<file path="src/hdl/cbrs_pkg.sv">
// constants and field widths shared by the busy ratio sampler
// no dependencies; used by core_busy_ratio_sampler_top
package cbrs_pkg;

	// field widths
	localparam int unsigned REQ_BITS      = 1;
	localparam int unsigned CORE_BITS     = 1;
	localparam int unsigned IN_CNT_BITS   = 32;
	localparam int unsigned USAGE_BITS    = 10;
	localparam int unsigned PERIOD_BITS   = 10;

	// counter width default
	localparam int unsigned COUNTER_BITS_DEF = 32;

	// tick period register reset value, milliseconds
	localparam logic [PERIOD_BITS-1:0] TICK_PERIOD_RESET = 10'd10;

	// ms to us and per mille scale, both 1000
	localparam int unsigned SCALE       = 1000;
	// width of tick_period_ms * 1000 (at most 1023000)
	localparam int unsigned KBITS       = 20;
	// width of the scale multiplier
	localparam int unsigned SCALE_BITS  = 10;
	// quotient bits: the result never exceeds 1000
	localparam int unsigned QBITS       = 11;

	localparam logic [USAGE_BITS-1:0] USAGE_MAX = 10'd1000;

	// request codes
	localparam logic [REQ_BITS-1:0] REQ_SAMPLE  = 1'b0;
	localparam logic [REQ_BITS-1:0] REQ_RESTART = 1'b1;

endpackage

</file>
<file path="src/hdl/core_busy_ratio_sampler_top.sv">
// busy ratio sampler for two cores, bit-serial shift-add and restoring divide
// depends on cbrs_pkg
//
// usage:
//  - input channel (in_valid/in_ready) carries one beat per request:
//    a restart of both cores, or a sample of one core's tick and idle counters
//  - output channel (out_valid/out_ready) returns one beat per request with
//    both cores' latest busy per mille and a joint valid flag
//  - user writes tick_period_ms with cfg_we when idle; block does not enforce
//  - one request is worked on at a time; in_ready is high only when idle
//  - a restart, a first sample after restart or a zero-elapsed sample goes
//    straight to the output step; a measured sample runs through
//    20 shift-add steps for ticks * period * 1000 (one per bit of the 20-bit
//    period factor), 10 steps for busy * 1000, 11 restoring divide steps
//    (one per quotient bit), plus setup, write-back and output steps
//  - the finished beat sits in an output register; while the receiver
//    stalls the block still takes and works on the next request and only
//    waits at its own output step until the register frees up
//  - reset (arst_n low) marks both cores restart pending, clears usage and
//    valid flags, zeroes the baselines and sets tick_period_ms to 10
//  - counters wrap at COUNTER_BITS bits
module core_busy_ratio_sampler_top #(
	parameter int unsigned COUNTER_BITS = cbrs_pkg::COUNTER_BITS_DEF
) (
	input  logic                                clk,
	input  logic                                arst_n,
	// configuration
	input  logic                                cfg_we,
	input  logic [cbrs_pkg::PERIOD_BITS-1:0]    tick_period_ms,
	// request channel
	input  logic                                in_valid,
	output logic                                in_ready,
	input  logic [cbrs_pkg::REQ_BITS-1:0]       req_type,
	input  logic [cbrs_pkg::CORE_BITS-1:0]      core_index,
	input  logic [cbrs_pkg::IN_CNT_BITS-1:0]    tick_count,
	input  logic [cbrs_pkg::IN_CNT_BITS-1:0]    idle_time_us,
	// result channel
	output logic                                out_valid,
	input  logic                                out_ready,
	output logic [cbrs_pkg::USAGE_BITS-1:0]     core0_usage_permille,
	output logic [cbrs_pkg::USAGE_BITS-1:0]     core1_usage_permille,
	output logic                                both_valid
);

	// elapsed time width and numerator width
	localparam int unsigned EW = COUNTER_BITS + cbrs_pkg::KBITS;
	localparam int unsigned NW = EW + cbrs_pkg::SCALE_BITS + 1;
	localparam int unsigned UW = cbrs_pkg::USAGE_BITS;
	localparam int unsigned QW = cbrs_pkg::QBITS;

	typedef enum logic [2:0] {
		ST_IDLE,
		ST_MUL_EL,
		ST_PREP,
		ST_MUL_NUM,
		ST_DIV,
		ST_WB,
		ST_OUT
	} state_t;

	state_t state_q;

	// per-core state
	logic [COUNTER_BITS-1:0] prev_tick_q [2];
	logic [COUNTER_BITS-1:0] prev_idle_q [2];
	logic [1:0]              pending_q;
	logic [1:0]              vvalid_q;
	logic [UW-1:0]           usage_q [2];
	logic [cbrs_pkg::PERIOD_BITS-1:0] period_q;

	// serial datapath
	logic [NW-1:0]             mcand_q;  // shifted multiplicand
	logic [cbrs_pkg::KBITS-1:0] mplier_q; // multiplier, consumed lsb first
	logic [EW-1:0]             el_acc_q; // elapsed us accumulator
	logic [NW-1:0]             num_q;    // numerator, then remainder
	logic [NW-1:0]             dv_q;     // shifted divisor
	logic [QW-1:0]             quo_q;
	logic [COUNTER_BITS-1:0]   di_q;
	logic [cbrs_pkg::CORE_BITS-1:0] core_q;
	logic [4:0]                cnt_q;

	logic                    in_fire;
	logic [COUNTER_BITS-1:0] tick_m;
	logic [COUNTER_BITS-1:0] idle_m;
	logic [COUNTER_BITS-1:0] dt;
	logic [COUNTER_BITS-1:0] di;
	logic [EW-1:0]           idle_clamp;
	logic [EW-1:0]           busy;
	logic                    div_ge;
	logic [UW-1:0]           usage_sat;
	logic                    out_free;

	assign in_ready = (state_q == ST_IDLE);
	assign in_fire  = in_valid && in_ready;
	assign out_free = !out_valid || out_ready;

	// counters masked or extended to the counter width
	assign tick_m = COUNTER_BITS'(tick_count);
	assign idle_m = COUNTER_BITS'(idle_time_us);
	assign dt     = tick_m - prev_tick_q[core_index];
	assign di     = idle_m - prev_idle_q[core_index];

	// idle time never exceeds elapsed time
	assign idle_clamp = (EW'(di_q) >= el_acc_q) ? el_acc_q : EW'(di_q);
	assign busy       = el_acc_q - idle_clamp;

	assign div_ge    = (num_q >= dv_q);
	assign usage_sat = (quo_q > QW'(cbrs_pkg::USAGE_MAX)) ? cbrs_pkg::USAGE_MAX
	                                                     : quo_q[UW-1:0];

	// control, per-core state and registered outputs
	always_ff @(posedge clk or negedge arst_n) begin
		if (!arst_n) begin
			state_q              <= ST_IDLE;
			prev_tick_q[0]       <= '0;
			prev_tick_q[1]       <= '0;
			prev_idle_q[0]       <= '0;
			prev_idle_q[1]       <= '0;
			pending_q            <= 2'b11;
			vvalid_q             <= 2'b00;
			usage_q[0]           <= '0;
			usage_q[1]           <= '0;
			period_q             <= cbrs_pkg::TICK_PERIOD_RESET;
			cnt_q                <= '0;
			out_valid            <= 1'b0;
			core0_usage_permille <= '0;
			core1_usage_permille <= '0;
			both_valid           <= 1'b0;
		end else begin
			if (cfg_we) begin
				period_q <= tick_period_ms;
			end
			// the output step reloads the register itself
			if (out_valid && out_ready && state_q != ST_OUT) begin
				out_valid <= 1'b0;
			end
			unique case (state_q)
				ST_IDLE: begin
					cnt_q <= '0;
					if (in_fire) begin
						if (req_type == cbrs_pkg::REQ_RESTART) begin
							// baselines kept until the next sample
							state_q    <= ST_OUT;
							pending_q  <= 2'b11;
							vvalid_q   <= 2'b00;
							usage_q[0] <= '0;
							usage_q[1] <= '0;
						end else begin
							prev_tick_q[core_index] <= tick_m;
							prev_idle_q[core_index] <= idle_m;
							if (pending_q[core_index]) begin
								state_q               <= ST_OUT;
								pending_q[core_index] <= 1'b0;
								vvalid_q[core_index]  <= 1'b0;
								usage_q[core_index]   <= '0;
							end else if (dt != '0 && period_q != '0) begin
								state_q <= ST_MUL_EL;
							end else begin
								state_q <= ST_OUT;
							end
						end
					end
				end
				ST_MUL_EL: begin
					if (cnt_q == 5'(cbrs_pkg::KBITS - 1)) begin
						cnt_q   <= '0;
						state_q <= ST_PREP;
					end else begin
						cnt_q <= cnt_q + 5'd1;
					end
				end
				ST_PREP: begin
					cnt_q   <= '0;
					state_q <= ST_MUL_NUM;
				end
				ST_MUL_NUM: begin
					if (cnt_q == 5'(cbrs_pkg::SCALE_BITS - 1)) begin
						cnt_q   <= '0;
						state_q <= ST_DIV;
					end else begin
						cnt_q <= cnt_q + 5'd1;
					end
				end
				ST_DIV: begin
					if (cnt_q == 5'(QW - 1)) begin
						cnt_q   <= '0;
						state_q <= ST_WB;
					end else begin
						cnt_q <= cnt_q + 5'd1;
					end
				end
				ST_WB: begin
					usage_q[core_q]  <= usage_sat;
					vvalid_q[core_q] <= 1'b1;
					state_q          <= ST_OUT;
				end
				ST_OUT: begin
					// wait here while the previous beat is still unread
					if (out_free) begin
						out_valid            <= 1'b1;
						core0_usage_permille <= usage_q[0];
						core1_usage_permille <= usage_q[1];
						both_valid           <= vvalid_q[0] && vvalid_q[1];
						state_q              <= ST_IDLE;
					end
				end
				default: begin
					state_q <= ST_IDLE;
				end
			endcase
		end
	end

	// serial datapath, no reset needed
	always_ff @(posedge clk) begin
		unique case (state_q)
			ST_IDLE: begin
				if (in_fire) begin
					mcand_q  <= NW'(dt);
					mplier_q <= cbrs_pkg::KBITS'(period_q) * cbrs_pkg::KBITS'(cbrs_pkg::SCALE);
					el_acc_q <= '0;
					di_q     <= di;
					core_q   <= core_index;
				end
			end
			ST_MUL_EL: begin
				// elapsed us = ticks * (period * 1000), one multiplier bit a step
				if (mplier_q[0]) begin
					el_acc_q <= el_acc_q + mcand_q[EW-1:0];
				end
				mcand_q  <= mcand_q << 1;
				mplier_q <= mplier_q >> 1;
			end
			ST_PREP: begin
				mcand_q  <= NW'(busy);
				mplier_q <= cbrs_pkg::KBITS'(cbrs_pkg::SCALE);
				// rounding half folded into the accumulator start
				num_q    <= NW'(el_acc_q >> 1);
				dv_q     <= NW'(el_acc_q) << (QW - 1);
				quo_q    <= '0;
			end
			ST_MUL_NUM: begin
				if (mplier_q[0]) begin
					num_q <= num_q + mcand_q;
				end
				mcand_q  <= mcand_q << 1;
				mplier_q <= mplier_q >> 1;
			end
			ST_DIV: begin
				// restoring divide, quotient msb first
				if (div_ge) begin
					num_q <= num_q - dv_q;
				end
				quo_q <= {quo_q[QW-2:0], div_ge};
				dv_q  <= dv_q >> 1;
			end
			ST_WB, ST_OUT: begin
			end
			default: begin
			end
		endcase
	end

endmodule
</file>
<file path="config.mk">
export PLATFORM = sky130hd
export DESIGN_NAME = core_busy_ratio_sampler_top
export DESIGN_NICKNAME = d
export VERILOG_FILES = /design/src/hdl/cbrs_pkg.sv /design/src/hdl/core_busy_ratio_sampler_top.sv
export SDC_FILE = /design/constraint.sdc
export NUM_CORES = 2
export LEC_CHECK = 0
export BUFFER_PORTS_ARGS = -buffer_cell sky130_fd_sc_hd__buf_2
export CORE_AREA = 2 2 330 299
export CTS_CLUSTER_SIZE = 10
export DETAILED_ROUTE_END_ITERATION = 16
export DIE_AREA = 0 0 332 301
export GPL_TIMING_DRIVEN = 0
export SYNTH_ARGS = -nofsm -noshare
export SYNTH_HDL_FRONTEND = slang
export SYNTH_SLANG_ARGS = --single-unit
</file>
<file path="constraint.sdc">
create_clock -name clk -period 12.98 [get_ports clk]
set_clock_uncertainty 0.15 [all_clocks]
set_input_delay 0 -clock clk [delete_from_list [all_inputs] [get_ports clk]]
set_output_delay 0 -clock clk [all_outputs]
set_load 0.005 [all_outputs]
</file>
==> run_results.csv <==
group,metric,value,unit
route,dr_wl_met2,53.4,mm
cells_and_area,drive_above_1_share,9.33,%
global_route,grt_pass1_vias,30025,
route,drtIter0Drc,2859,
status,status,"finished, final reports clean",
floorplan,start_util,38.8,%
floorplan,die_area,99900,um2
floorplan,coreArea,96200,um2
sta,rsz0062_at_grt,"false",
route,topRoutingLayerUsed,"met5",
setup_path,worst_ep_required_time,13.20,ns
floorplan,placementRows,108,
cts,insertion_delay,0.65,ns
cells_and_area,layout_commonest_cell,"ha_1",
setup_path,crit_path_max_fanout,10,
route,avgRoutedWirePerCell,21.4,um
cells_and_area,nNetsFinal,4632,
cells_and_area,design_area,42800,um2
global_route,grt_max_degree,113,
setup_path,end_kind,"register",
route,m1WireLength,52.8,mm
sta,setup_violations,0,
sta,max-slew-margin-rel,5.93,%
synth,yosysSeqAreaShare,37.3,%
cts,clk_pin_slew_worst_paths,0.06,ns
route,drt_wl_total,117,mm
sta,fin_setup_tns,0,ns
route,drc,0,
synth,ys_async_sr_fraction,38.7,%
sta,fmax,118,MHz
cts,clock_sink_count,496,
synth,synth_seq_cells,496,
setup_path,cpMaxStageDelayCell,"a2111oi_2",
cts,cts_inserted_buffers,59,
cells_and_area,final.fill_count,9335,
cts,ctsRootBufferMaster,"clkbuf_16",
floorplan,pin_count,104,
cts,cts_tree,"built",
cts,clockBufferDepth,3,
cts,post_cts_buffers,0,
global_route,grt_pass1_wl,179,mm
global_route,grt_antenna_before_repair,2,
placed_design,portBuffers,102,
sta,hold_ws,0.0213,ns
global_route,grt_overflow,0,
placed_design,place.gp.congestion,0.946,
route,drtAntennaViolNets,0,
route,dr_wl_met3,7.08,mm
worst_hold_path,hp-class,"in -> reg",
floorplan,dieWidth,332,um
synth,netlist_area,37400,um2
floorplan,die_h,301,um
synth,syn_avg_cell_area,9.68,um2
setup_path,cp_common_cell,"o21ai_1",
cells_and_area,utilization,44.5,%
cells_and_area,layout_common_cells,"350 x ha_1, 319 x nand2_1, 304 x edfxtp_1",
setup_path,critPathArrivalTime,8.70,ns
setup_path,crit_path_start_kind,"register",
sta,tightest_slew,1.41,ns
synth,yosysUniqueCellTypes,99,
setup_path,cpPeakStageDelay,0.91,ns
synth,postSynthCellCount,3858,
run,maxCapViolCount,0,
synth,ys_warn_count,0,
sta,fin_crit,8.48,ns
setup_path,path_class,"reg -> reg",
placed_design,postPlaceCellArea,39700,um2
synth,synth-edff-count,304,
setup_path,path_buf_inv,3,
synth,synth-main-ff-cell,"edfxtp_1",
setup_path,critical_path.top_delay_family,"compound AO/OA/AOI/OAI gates",
sta,finalMaxSlewViolations,0,
global_route,track_usage,22.9,%
placed_design,dp_hpwl,90.2,mm
route,num_vias,31198,
cts,h-tree-depth,2,
sta,hold_violations,0,
route,viasPerCell,5.70,
synth,syn_nets,4325,
route,dr.pass1.iters,5,
sta,timing.final.crit_share,65.3,%
cells_and_area,synthToLayoutAreaGrowth,14.5,%
## through the flow
step	setup WS, ns	cells
final	4.50	5469
after global routing	4.21	5468
after CTS	4.60	5468
after detailed placement	4.66	5233
after global placement	4.82	5225
after floorplan	6.74	3858
## state kept, by name, indices dropped and copies added (netlist names), 11 cells and up
name / count
prev_tick_q: 64
mplier_q: 20
mcand_q: 63
di_q: 32
el_acc_q: 52
usage_q: 20
quo_q: 11
dv_q: 62
prev_idle_q: 64
num_q: 63
## worst register-to-register path, delay by kind of cell, from the launching register on
| family | cells | cell delay [ns] |
|---|---|---|
| AO/OA/AOI/OAI | 15 | 4.00 |
| XOR/XNOR | 1 | 0.18 |
| adder cells (fa/ha/maj) | 2 | 0.62 |
| buffers and inverters | 3 | 0.86 |
| flip-flops | 1 | 0.51 |
| multiplexers | 1 | 0.38 |
| AND/OR/NAND/NOR | 4 | 1.50 |
## final cells by class
cell class                 count  area [um2]  share of cell area [%]
antenna                        1        2.50                 0.00585
tap                         1265        1580                    3.70
inverter                     198         743                    1.74
timing repair buffer         246        2070                    4.85
clock buffer                  88        1660                    3.87
sequential                   496       13900                    32.6
clock inverter                11        87.6                   0.205
multi-input combinational   3027       22200                    51.8
buffer                       137         528                    1.23
## cells by family (layout without fill, tap and decap cells)
family,after synthesis,count (layout),share of synthesized area (%)
AO/OA/AOI/OAI,1172,1172,20.1
AND/OR/NAND/NOR,957,957,12.2
XOR/XNOR,269,269,6.31
flip-flops,496,496,37.3
other,0,1,0
adder cells (fa/ha/maj),386,386,13.7
buffers and inverters,335,680,3.40
multiplexers,243,243,6.99
## routing by layer
layer,track usage (%),vias up
met5,0,-
met4,6.92,2
met3,3.09,192
met2,37.6,970
met1,31.6,15123
li1,-,14911
## worst paths after layout
path	end	start	slack [ns]	depth (start not counted)
worst max-delay path	mcand_q[51]$_SDFFCE_PP0P_	el_acc_q[13]$_SDFFCE_PN0P_	4.50	26
worst min-delay path	prev_tick_q[5]$_DFFE_PN0P_	tick_count[5]	0.02	3
worst max register to register	mcand_q[51]$_SDFFCE_PP0P_	el_acc_q[13]$_SDFFCE_PN0P_	4.50	26
worst min register to register	prev_idle_q[32]$_DFFE_PN0P_	prev_idle_q[32]$_DFFE_PN0P_	0.33	2
max in group asynchronous	cnt_q[4]$_DFFE_PN0P_	arst_n	11.74	4
min in group asynchronous	prev_idle_q[2]$_DFFE_PN0P_	arst_n	0.36	4
## cells in the mapped netlist (9+ instances only)
cell      number  area, um2
mux2_2       143       1610
and2_1        31        194
buf_1         21       78.8
dfrtp_1      188       4700
or3_1         21        131
o31ai_1       14        105
nand3_1       62        310
o22ai_1       23        144
a31oi_1       29        181
nand2_1      319       1200
nor2b_1       33        206
inv_1        196        736
or2_2         10       62.6
o211ai_1      14        105
xor2_1       115       1010
a22oi_1       55        413
o21a_1        29        218
a221o_1        9       90.1
fa_1          36        721
a21oi_1      280       1400
o21ai_0      299       1500
a211oi_1      28        210
o21bai_1      57        428
nand2b_1      42        263
and3_1        39        244
xnor2_1      154       1350
nand4_1       53        332
clkbuf_1     108        405
a21o_1       171       1280
o21ai_1       30        150
nor3_1        57        285
a22o_1        11       96.3
mux2i_1      100       1000
nor4_1        15       93.8
nor2_1       229        860
ha_1         350       4380
a31o_2         9       78.8
o221ai_1      21        184
edfxtp_1     304       9130
## repair_timing
| action | 4_1_cts | 5_1_grt |
|---|---|---|
| hold buffers | 136 | 0 |
| hold endpoints to repair | 402 | 0 |
| resized for setup | 0 | 0 |
Power is left out: the tool's default activity adds up to more than one toggle a clock period on the data nets, which glitch-free logic cannot reach.
